### src/rtl/fsbc_pkg.sv
`timescale 1ns / 1ps
`default_nettype none
// ---------------------------------------------------------------------------
// FNV-1a string bin classifier package
// Shared widths, hash constants, interface structs and the back-end states.
// ---------------------------------------------------------------------------
package fsbc_pkg;

   localparam int HashW = 32;
   localparam int ByteW = 8;
   localparam int BinW  = 16;
   localparam int CntW  = $clog2(HashW);

   localparam logic [HashW-1:0] FnvPrime  = 32'd16777619;
   localparam logic [HashW-1:0] FnvBasis  = 32'd2166136261;
   localparam logic [HashW-1:0] FullRange = 32'hFFFF_FFFF;

   typedef struct packed {
      logic             valid;
      logic [HashW-1:0] hash;
   } hash_push_type;

   typedef struct packed {
      logic             start;
      logic [HashW-1:0] dividend;
      logic [HashW-1:0] divisor;
   } div_req_type;

   typedef struct packed {
      logic             done;
      logic [HashW-1:0] quotient;
   } div_rsp_type;

   typedef enum logic [1:0] {
      BK_IDLE,
      BK_DIV_W,
      BK_DIV_Q,
      BK_HOLD
   } back_state_type;

endpackage : fsbc_pkg
`default_nettype wire

### src/rtl/fnv1a_string_bin_classifier_unit.sv
`timescale 1ns / 1ps
`default_nettype none
// ---------------------------------------------------------------------------
// FNV-1a string bin classifier
// Hashes byte strings with 32-bit FNV-1a and maps each hash to a bin.
// ---------------------------------------------------------------------------
// Bytes enter one per cycle on the req channel while req_stall is low and
// update the running hash in that cycle; a zero byte ends the string and
// queues its hash, then the hash restarts at the offset basis. The back end
// turns each queued hash into a bin with one shared bit-serial divider that
// runs two 32-step divisions, and gives one result transaction per string.
// Up to QUEUE_DEPTH finished strings wait in the queue; req_stall rises only
// while that queue is full. Write bin_count through csr_ only while no
// string end is pending; zero is treated as one bin.
// ---------------------------------------------------------------------------
module fnv1a_string_bin_classifier_unit
   import fsbc_pkg::*;
#(
   parameter int QUEUE_DEPTH = 4
) (
   input  wire logic             clock,
   input  wire logic             reset,
   input  wire logic             req_valid,
   output logic                  req_stall,
   input  wire logic [ByteW-1:0] req_byte_value,
   output logic                  rsp_valid,
   input  wire logic             rsp_stall,
   output logic [BinW-1:0]       rsp_bin_index,
   input  wire logic             csr_wr_en,
   input  wire logic [BinW-1:0]  csr_wr_data
);

   logic [BinW-1:0]  bin_count_ff;
   hash_push_type    push;
   logic             queue_full;
   logic             queue_empty;
   logic [HashW-1:0] queue_head;
   logic             pop;
   div_req_type      div_req;
   div_rsp_type      div_rsp;

   always_ff @(posedge clock) begin
      if (reset) begin
         bin_count_ff <= BinW'(1);
      end else if (csr_wr_en) begin
         bin_count_ff <= csr_wr_data;
      end
   end

   fsbc_front u_front (
      .clock          (clock),
      .reset          (reset),
      .req_valid      (req_valid),
      .req_byte_value (req_byte_value),
      .queue_full     (queue_full),
      .req_stall      (req_stall),
      .push           (push)
   );

   fsbc_queue #(
      .DEPTH (QUEUE_DEPTH)
   ) u_queue (
      .clock (clock),
      .reset (reset),
      .push  (push),
      .pop   (pop),
      .full  (queue_full),
      .empty (queue_empty),
      .head  (queue_head)
   );

   fsbc_divider u_divider (
      .clock (clock),
      .reset (reset),
      .req   (div_req),
      .rsp   (div_rsp)
   );

   fsbc_back u_back (
      .clock         (clock),
      .reset         (reset),
      .queue_empty   (queue_empty),
      .queue_head    (queue_head),
      .bin_count     (bin_count_ff),
      .div_rsp       (div_rsp),
      .rsp_stall     (rsp_stall),
      .pop           (pop),
      .div_req       (div_req),
      .rsp_valid     (rsp_valid),
      .rsp_bin_index (rsp_bin_index)
   );

`ifndef SYNTHESIS
   a_push_not_full: assert property (@(posedge clock) disable iff (reset)
      push.valid |-> !queue_full)
      else $error("Hash pushed into a full queue.");

   a_pop_not_empty: assert property (@(posedge clock) disable iff (reset)
      pop |-> !queue_empty)
      else $error("Hash popped from an empty queue.");

   a_bin_in_range: assert property (@(posedge clock) disable iff (reset)
      rsp_valid |-> ((rsp_bin_index < bin_count_ff) ||
                     ((bin_count_ff == '0) && (rsp_bin_index == '0))))
      else $error("Bin index outside the configured bin count.");
`endif

endmodule : fnv1a_string_bin_classifier_unit
`default_nettype wire

### src/rtl/fsbc_front.sv
`timescale 1ns / 1ps
`default_nettype none
// ---------------------------------------------------------------------------
// FNV-1a front end
// Accepts string bytes, keeps the running hash and queues finished hashes.
// ---------------------------------------------------------------------------
module fsbc_front
   import fsbc_pkg::*;
(
   input  wire logic             clock,
   input  wire logic             reset,
   input  wire logic             req_valid,
   input  wire logic [ByteW-1:0] req_byte_value,
   input  wire logic             queue_full,
   output logic                  req_stall,
   output hash_push_type         push
);

   logic [HashW-1:0] hash_ff;
   logic [HashW-1:0] hash_in;
   logic [HashW-1:0] mixed;
   logic             accept;
   logic             terminator;

   assign req_stall  = queue_full;
   assign accept     = req_valid && !queue_full;
   assign terminator = (req_byte_value == '0);
   assign mixed      = hash_ff ^ {{(HashW-ByteW){1'b0}}, req_byte_value};

   always_comb begin
      hash_in = hash_ff;
      if (accept) begin
         if (terminator) begin
            hash_in = FnvBasis;
         end else begin
            hash_in = HashW'(mixed * FnvPrime);
         end
      end
   end

   assign push.valid = accept && terminator;
   assign push.hash  = hash_ff;

   always_ff @(posedge clock) begin
      if (reset) begin
         hash_ff <= FnvBasis;
      end else begin
         hash_ff <= hash_in;
      end
   end

endmodule : fsbc_front
`default_nettype wire

### src/rtl/fsbc_queue.sv
`timescale 1ns / 1ps
`default_nettype none
// ---------------------------------------------------------------------------
// Hash queue
// Small FIFO of finished string hashes between the front and back ends.
// ---------------------------------------------------------------------------
module fsbc_queue
   import fsbc_pkg::*;
#(
   parameter int DEPTH = 4
) (
   input  wire logic             clock,
   input  wire logic             reset,
   input  wire hash_push_type    push,
   input  wire logic             pop,
   output logic                  full,
   output logic                  empty,
   output logic [HashW-1:0]      head
);

   localparam int PtrW = (DEPTH > 1) ? $clog2(DEPTH) : 1;
   localparam int CntQW = $clog2(DEPTH + 1);

   logic [HashW-1:0] entry_ff [DEPTH];
   logic [PtrW-1:0]  wr_ptr_ff, wr_ptr_in;
   logic [PtrW-1:0]  rd_ptr_ff, rd_ptr_in;
   logic [CntQW-1:0] count_ff, count_in;

   function automatic logic [PtrW-1:0] next_ptr(input logic [PtrW-1:0] p);
      logic [PtrW-1:0] r;
      r = (p == PtrW'(DEPTH - 1)) ? '0 : PtrW'(p + 1'b1);
      return r;
   endfunction

   assign full  = (count_ff == CntQW'(DEPTH));
   assign empty = (count_ff == '0);
   assign head  = entry_ff[rd_ptr_ff];

   always_comb begin
      wr_ptr_in = push.valid ? next_ptr(wr_ptr_ff) : wr_ptr_ff;
      rd_ptr_in = pop ? next_ptr(rd_ptr_ff) : rd_ptr_ff;
      count_in  = count_ff;
      if (push.valid && !pop) begin
         count_in = CntQW'(count_ff + 1'b1);
      end else if (pop && !push.valid) begin
         count_in = CntQW'(count_ff - 1'b1);
      end
   end

   always_ff @(posedge clock) begin
      if (push.valid) begin
         entry_ff[wr_ptr_ff] <= push.hash;
      end
   end

   always_ff @(posedge clock) begin
      if (reset) begin
         wr_ptr_ff <= '0;
         rd_ptr_ff <= '0;
         count_ff  <= '0;
      end else begin
         wr_ptr_ff <= wr_ptr_in;
         rd_ptr_ff <= rd_ptr_in;
         count_ff  <= count_in;
      end
   end

endmodule : fsbc_queue
`default_nettype wire

### src/rtl/fsbc_divider.sv
`timescale 1ns / 1ps
`default_nettype none
// ---------------------------------------------------------------------------
// Iterative divider
// Restoring 32-bit unsigned divider, one quotient bit per cycle.
// ---------------------------------------------------------------------------
module fsbc_divider
   import fsbc_pkg::*;
(
   input  wire logic        clock,
   input  wire logic        reset,
   input  wire div_req_type req,
   output div_rsp_type      rsp
);

   logic             busy_ff, busy_in;
   logic             done_ff, done_in;
   logic [CntW-1:0]  count_ff, count_in;
   logic [HashW-1:0] rem_ff, rem_in;
   logic [HashW-1:0] quo_ff, quo_in;
   logic [HashW-1:0] divisor_ff, divisor_in;
   logic [HashW:0]   shifted;
   logic [HashW:0]   diff;
   logic             fits;

   assign shifted = {rem_ff, quo_ff[HashW-1]};
   assign diff    = shifted - {1'b0, divisor_ff};
   assign fits    = (shifted >= {1'b0, divisor_ff});

   always_comb begin
      busy_in    = busy_ff;
      done_in    = 1'b0;
      count_in   = count_ff;
      rem_in     = rem_ff;
      quo_in     = quo_ff;
      divisor_in = divisor_ff;
      if (req.start) begin
         busy_in    = 1'b1;
         count_in   = '0;
         rem_in     = '0;
         quo_in     = req.dividend;
         divisor_in = req.divisor;
      end else if (busy_ff) begin
         rem_in   = fits ? diff[HashW-1:0] : shifted[HashW-1:0];
         quo_in   = {quo_ff[HashW-2:0], fits};
         count_in = CntW'(count_ff + 1'b1);
         if (count_ff == CntW'(HashW - 1)) begin
            busy_in = 1'b0;
            done_in = 1'b1;
         end
      end
   end

   assign rsp.done     = done_ff;
   assign rsp.quotient = quo_ff;

   always_ff @(posedge clock) begin
      if (reset) begin
         busy_ff  <= 1'b0;
         done_ff  <= 1'b0;
         count_ff <= '0;
      end else begin
         busy_ff  <= busy_in;
         done_ff  <= done_in;
         count_ff <= count_in;
      end
   end

   always_ff @(posedge clock) begin
      rem_ff     <= rem_in;
      quo_ff     <= quo_in;
      divisor_ff <= divisor_in;
   end

endmodule : fsbc_divider
`default_nettype wire

### src/rtl/fsbc_back.sv
`timescale 1ns / 1ps
`default_nettype none
// ---------------------------------------------------------------------------
// Bin back end
// Takes queued hashes, derives the bin with the shared divider and holds the
// result transaction until the consumer takes it.
// ---------------------------------------------------------------------------
module fsbc_back
   import fsbc_pkg::*;
(
   input  wire logic             clock,
   input  wire logic             reset,
   input  wire logic             queue_empty,
   input  wire logic [HashW-1:0] queue_head,
   input  wire logic [BinW-1:0]  bin_count,
   input  wire div_rsp_type      div_rsp,
   input  wire logic             rsp_stall,
   output logic                  pop,
   output div_req_type           div_req,
   output logic                  rsp_valid,
   output logic [BinW-1:0]       rsp_bin_index
);

   back_state_type   state_ff, state_in;
   logic [HashW-1:0] hash_ff;
   logic [BinW-1:0]  count_ff;
   logic [BinW-1:0]  res_ff;
   logic             rsp_valid_ff, rsp_valid_in;
   logic [BinW-1:0]  rsp_bin_ff;
   logic [BinW-1:0]  bins_eff;
   logic             slot_free;
   logic             load_res;
   logic             load_rsp;

   assign bins_eff  = (bin_count == '0) ? BinW'(1) : bin_count;
   assign slot_free = !rsp_valid_ff || !rsp_stall;

   always_comb begin
      state_in = state_ff;
      unique case (state_ff)
         BK_IDLE:  if (!queue_empty) state_in = BK_DIV_W;
         BK_DIV_W: if (div_rsp.done) state_in = BK_DIV_Q;
         BK_DIV_Q: if (div_rsp.done) state_in = BK_HOLD;
         BK_HOLD:  if (slot_free) state_in = BK_IDLE;
         default:  state_in = BK_IDLE;
      endcase
   end

   always_comb begin
      pop              = 1'b0;
      load_res         = 1'b0;
      load_rsp         = 1'b0;
      div_req.start    = 1'b0;
      div_req.dividend = hash_ff;
      div_req.divisor  = div_rsp.quotient;
      unique case (state_ff)
         BK_IDLE: begin
            pop              = !queue_empty;
            div_req.start    = !queue_empty;
            div_req.dividend = FullRange;
            div_req.divisor  = {{(HashW-BinW){1'b0}}, bins_eff};
         end
         BK_DIV_W: begin
            div_req.start = div_rsp.done;
         end
         BK_DIV_Q: begin
            load_res = div_rsp.done;
         end
         BK_HOLD: begin
            load_rsp = slot_free;
         end
         default: begin
            pop = 1'b0;
         end
      endcase
   end

   always_comb begin
      rsp_valid_in = rsp_valid_ff;
      if (load_rsp) begin
         rsp_valid_in = 1'b1;
      end else if (rsp_valid_ff && !rsp_stall) begin
         rsp_valid_in = 1'b0;
      end
   end

   always_ff @(posedge clock) begin
      if (reset) begin
         state_ff     <= BK_IDLE;
         rsp_valid_ff <= 1'b0;
      end else begin
         state_ff     <= state_in;
         rsp_valid_ff <= rsp_valid_in;
      end
   end

   always_ff @(posedge clock) begin
      if (pop) begin
         hash_ff  <= queue_head;
         count_ff <= bins_eff;
      end
      if (load_res) begin
         // A quotient equal to the bin count folds back into bin zero.
         res_ff <= (div_rsp.quotient == {{(HashW-BinW){1'b0}}, count_ff}) ?
                   '0 : div_rsp.quotient[BinW-1:0];
      end
      if (load_rsp) begin
         rsp_bin_ff <= res_ff;
      end
   end

   assign rsp_valid     = rsp_valid_ff;
   assign rsp_bin_index = rsp_bin_ff;

endmodule : fsbc_back
`default_nettype wire
### config.mk
export PLATFORM = sky130hd
export DESIGN_NAME = fnv1a_string_bin_classifier_unit
export DESIGN_NICKNAME = d
export VERILOG_FILES = /design/src/rtl/fsbc_pkg.sv /design/src/rtl/fnv1a_string_bin_classifier_unit.sv /design/src/rtl/fsbc_front.sv /design/src/rtl/fsbc_queue.sv /design/src/rtl/fsbc_divider.sv /design/src/rtl/fsbc_back.sv
export SDC_FILE = /design/constraint.sdc
export NUM_CORES = 1
export LEC_CHECK = 0
export ABC_CLOCK_PERIOD_IN_PS = 16400
export BUFFER_PORTS_ARGS = -buffer_cell sky130_fd_sc_hd__buf_4
export CORE_ASPECT_RATIO = 1.25
export CORE_MARGIN = 4
export CORE_UTILIZATION = 60
export CTS_CLUSTER_DIAMETER = 100
export CTS_CLUSTER_SIZE = 12
export DETAILED_ROUTE_END_ITERATION = 8
export GPL_TIMING_DRIVEN = 0
export PLACE_DENSITY = 0.77
export SLEW_MARGIN = 20
export SYNTH_ARGS = -nofsm -noshare
export SYNTH_HDL_FRONTEND = slang
export SYNTH_SLANG_ARGS = --single-unit
### constraint.sdc
create_clock -name clock -period 16.4 [get_ports clock]
set_input_delay 0.82 -clock clock [delete_from_list [all_inputs] [get_ports clock]]
set_output_delay 0.82 -clock clock [all_outputs]
set_load 0.02 [all_outputs]
==> out/metrics.cfg <==
[run_status]
status = completed

[final_layout]
fin_util = 0.669
multiInputGateArea_um2 = 10300
nets = 2220
fill_cells = 2646
seqCellArea_um2 = 10100
layout-drive-gt1-share = 0.0915
syn_to_final_growth_pct = 9.96
final_area_um2 = 23700
antenna_cells = 0

[floorplan]
dieArea_um2 = 39100
fp.dieH_um = 220
coreArea_um2 = 35500
num_rows = 77
initial_core_util = 0.609
dieWidth_um = 178
io_pins = 47

[setup_path]
cpPeakStageDelay_ps = 940
critPathRequiredTime_ps = 16810
crit_path_end_kind = register
critPathSlowestCell = xor2_1
crit_arrival_ps = 6900
r2r_slack_ps = 9910
crit_type = register to register
worstPathCellList = xor2_1, ha_1, ha_1, fa_1, ha_1, fa_1, ha_1, inv_1, fa_1, inv_1, ha_1, and3_1, nand2_1, or3b_2, o2111ai_1, o211ai_1, a31oi_1, xor2_1, o21ai_0
crit_top_cell = ha_1
crit_path_max_fanout = 7
cp-start-kind = register

[job]
drv_cap = 0

[route]
vias = 14200
drt_iter0_markers = 900
ant_nets = 0
wl_um = 48700
remaining_drc_errors = 0
vias_per_cell = 5.96
first_pass_iters = 5
avgRoutedWirePerCell_um = 20.4

[sta]
grt_setup_unrepaired = false
finalSetupViolCount = 0
clock_skew_ps = 23.0
period_share = 0.396
slew_viol_final = 0
whs_ps = 418
timing.fmax_mhz = 154
setup_tns_ps = 0
worstMarginPinSlew_ps = 1160
slew_headroom = 0.226
finalHoldViolations = 0
min_period_ps = 6490

[clock_network]
cts_setup_buffers = 0
clkSlewWorstSetupHoldPaths_ps = 60
cts_resized = 0
cts_tree = built
cts_sinks = 369
cts_max_path_buffers = 3
hold_buffers = 0
cts_max_level = 2
cts_buffers = 36
clock_latency_ps = 550
root_buffer = clkbuf_16

[global_route]
track_usage = 0.256
grt_pass1_wl_um = 78100
gr-total-overflow = 0
grt_pass1_vias = 14900
grt_start_max_net_pins = 33
antenna_found_initial = 0

[yosys]
ys_ff_latch = 369
avgSynthCellArea_um2 = 12.0
ys.flop_type = edfxtp_1
synth_top_area_cell = edfxtp_1
synth_edf_count = 272
syn-cell-area_um2 = 21600
synth-async-reset-ratio = 0
ys_types = 77
syn-num-nets = 2130
yosysSeqAreaShare = 0.468
synth_area_leaders = edfxtp_1 38%, ha_1 13%, dfxtp_1 9.0%, fa_1 7.0%, inv_1 4.1%
netlist.area_leader.share = 0.378
yosys_warnings = 0
syn_inst = 1796

[min_path]
hold_class = register to register

[placement]
dp_hpwl_um = 36200
place_area_um2 = 22700
place.gp.congestion = 0.940
numPortBuffers = 45

-- area by class of cell --
class,instances,area share
multi-input cells,1121,0.434
repair buffers,52,0.0214
clock inverters,4,0.00206
inverters,237,0.0375
flip-flops and latches,369,0.426
clock buffers,60,0.0418
plain buffers,69,0.0129
well taps,474,0.0250
-- worst max-delay path, delay by kind of cell (launching register included) --
kind            cells  cell delay, ps
simple gates        3             760
flops               1             500
xor+xnor            2            1090
compound gates      4             830
buf+inv             2              90
fa+ha+maj           8            3080
-- cells in the mapped netlist (all sizes together), types with 32 or more instances --
cell type  instances
edfxtp           272
inv              237
ha               229
dfxtp             97
nand2             79
fa                76
nor2              75
a21oi             67
o21ai             59
clkbuf            57
xor2              50
mux2i             46
xnor2             34
mux4              32
-- path summary, 6_finish.rpt --
check / startpoint / to / cells past startpoint
max: u_front.hash_ff[6]$_SDFFE_PP1P_ / u_front.hash_ff[29]$_SDFFE_PP0P_ / 19
min: u_back.res_ff[3]$_SDFFCE_PN0P_ / u_back.rsp_bin_index[3]$_DFFE_PP_ / 0
max reg2reg: u_front.hash_ff[6]$_SDFFE_PP1P_ / u_front.hash_ff[29]$_SDFFE_PP0P_ / 19
min reg2reg: u_back.res_ff[3]$_SDFFCE_PN0P_ / u_back.rsp_bin_index[3]$_DFFE_PP_ / 0
-- stage by stage --
step	worst slack, ps	std cells
2_1_floorplan	10600	1796
3_3_place_gp	9650	2315
3_5_place_dp	9620	2322
4_1_cts	9980	2386
5_1_grt	9700	2386
6_report	9910	2386
-- layout by cell type (no fill, tap or decap), types with 31 or more instances in the layout --
master	count
clkbuf_16	36
o21ai_0	56
nand2_1	78
mux2i_1	46
nor2_1	75
a21oi_1	66
fa_1	76
ha_1	229
inv_1	235
xnor2_1	34
o22a_1	31
xor2_1	50
edfxtp_1	272
dfxtp_1	97
buf_4	45
clkbuf_1	80
mux4_2	32
-- layer usage --
metal  up-vias  share of wire  global-route usage
met5         -              0                   0
met4         0          0.055               0.131
met3       160          0.048              0.0338
met2       445           0.52               0.462
met1      6989           0.38               0.296
li1       6619              -                   -
-- registers in the layout (all words and copies together), names as in the netlist --
name and flops:
u_queue.count_ff 3, u_queue.rd_ptr_ff 2, u_back.res_ff 16, u_front.hash_ff 32, u_divider.rem_ff 32, u_divider.divisor_ff 32, u_back.rsp_valid 1, u_back.state_ff 2
u_divider.count_ff 5, u_divider.busy_ff 1, u_queue.wr_ptr_ff 2, u_divider.quo_ff 32, u_back.rsp_bin_index 16, u_queue.entry_ff 128, bin_count_ff 16, u_back.count_ff 16
u_back.hash_ff 32, u_divider.done_ff 1
-- logic make-up (layout without fill, tap and decap cells) --
logic type	count (synthesis)	after routing	share of synthesized area
muxes	94	94	0.0631
DFF	369	369	0.468
AOI/OAI and AO/OA	297	297	0.0950
buffers and inverters	306	422	0.0553
adders and majority gates	305	305	0.203
and+or+nand+nor	341	341	0.0810
xor gates and xnor gates	84	84	0.0341
Power is left out: the tool's default activity adds up to more than one toggle a clock period on the data nets, which glitch-free logic cannot reach.
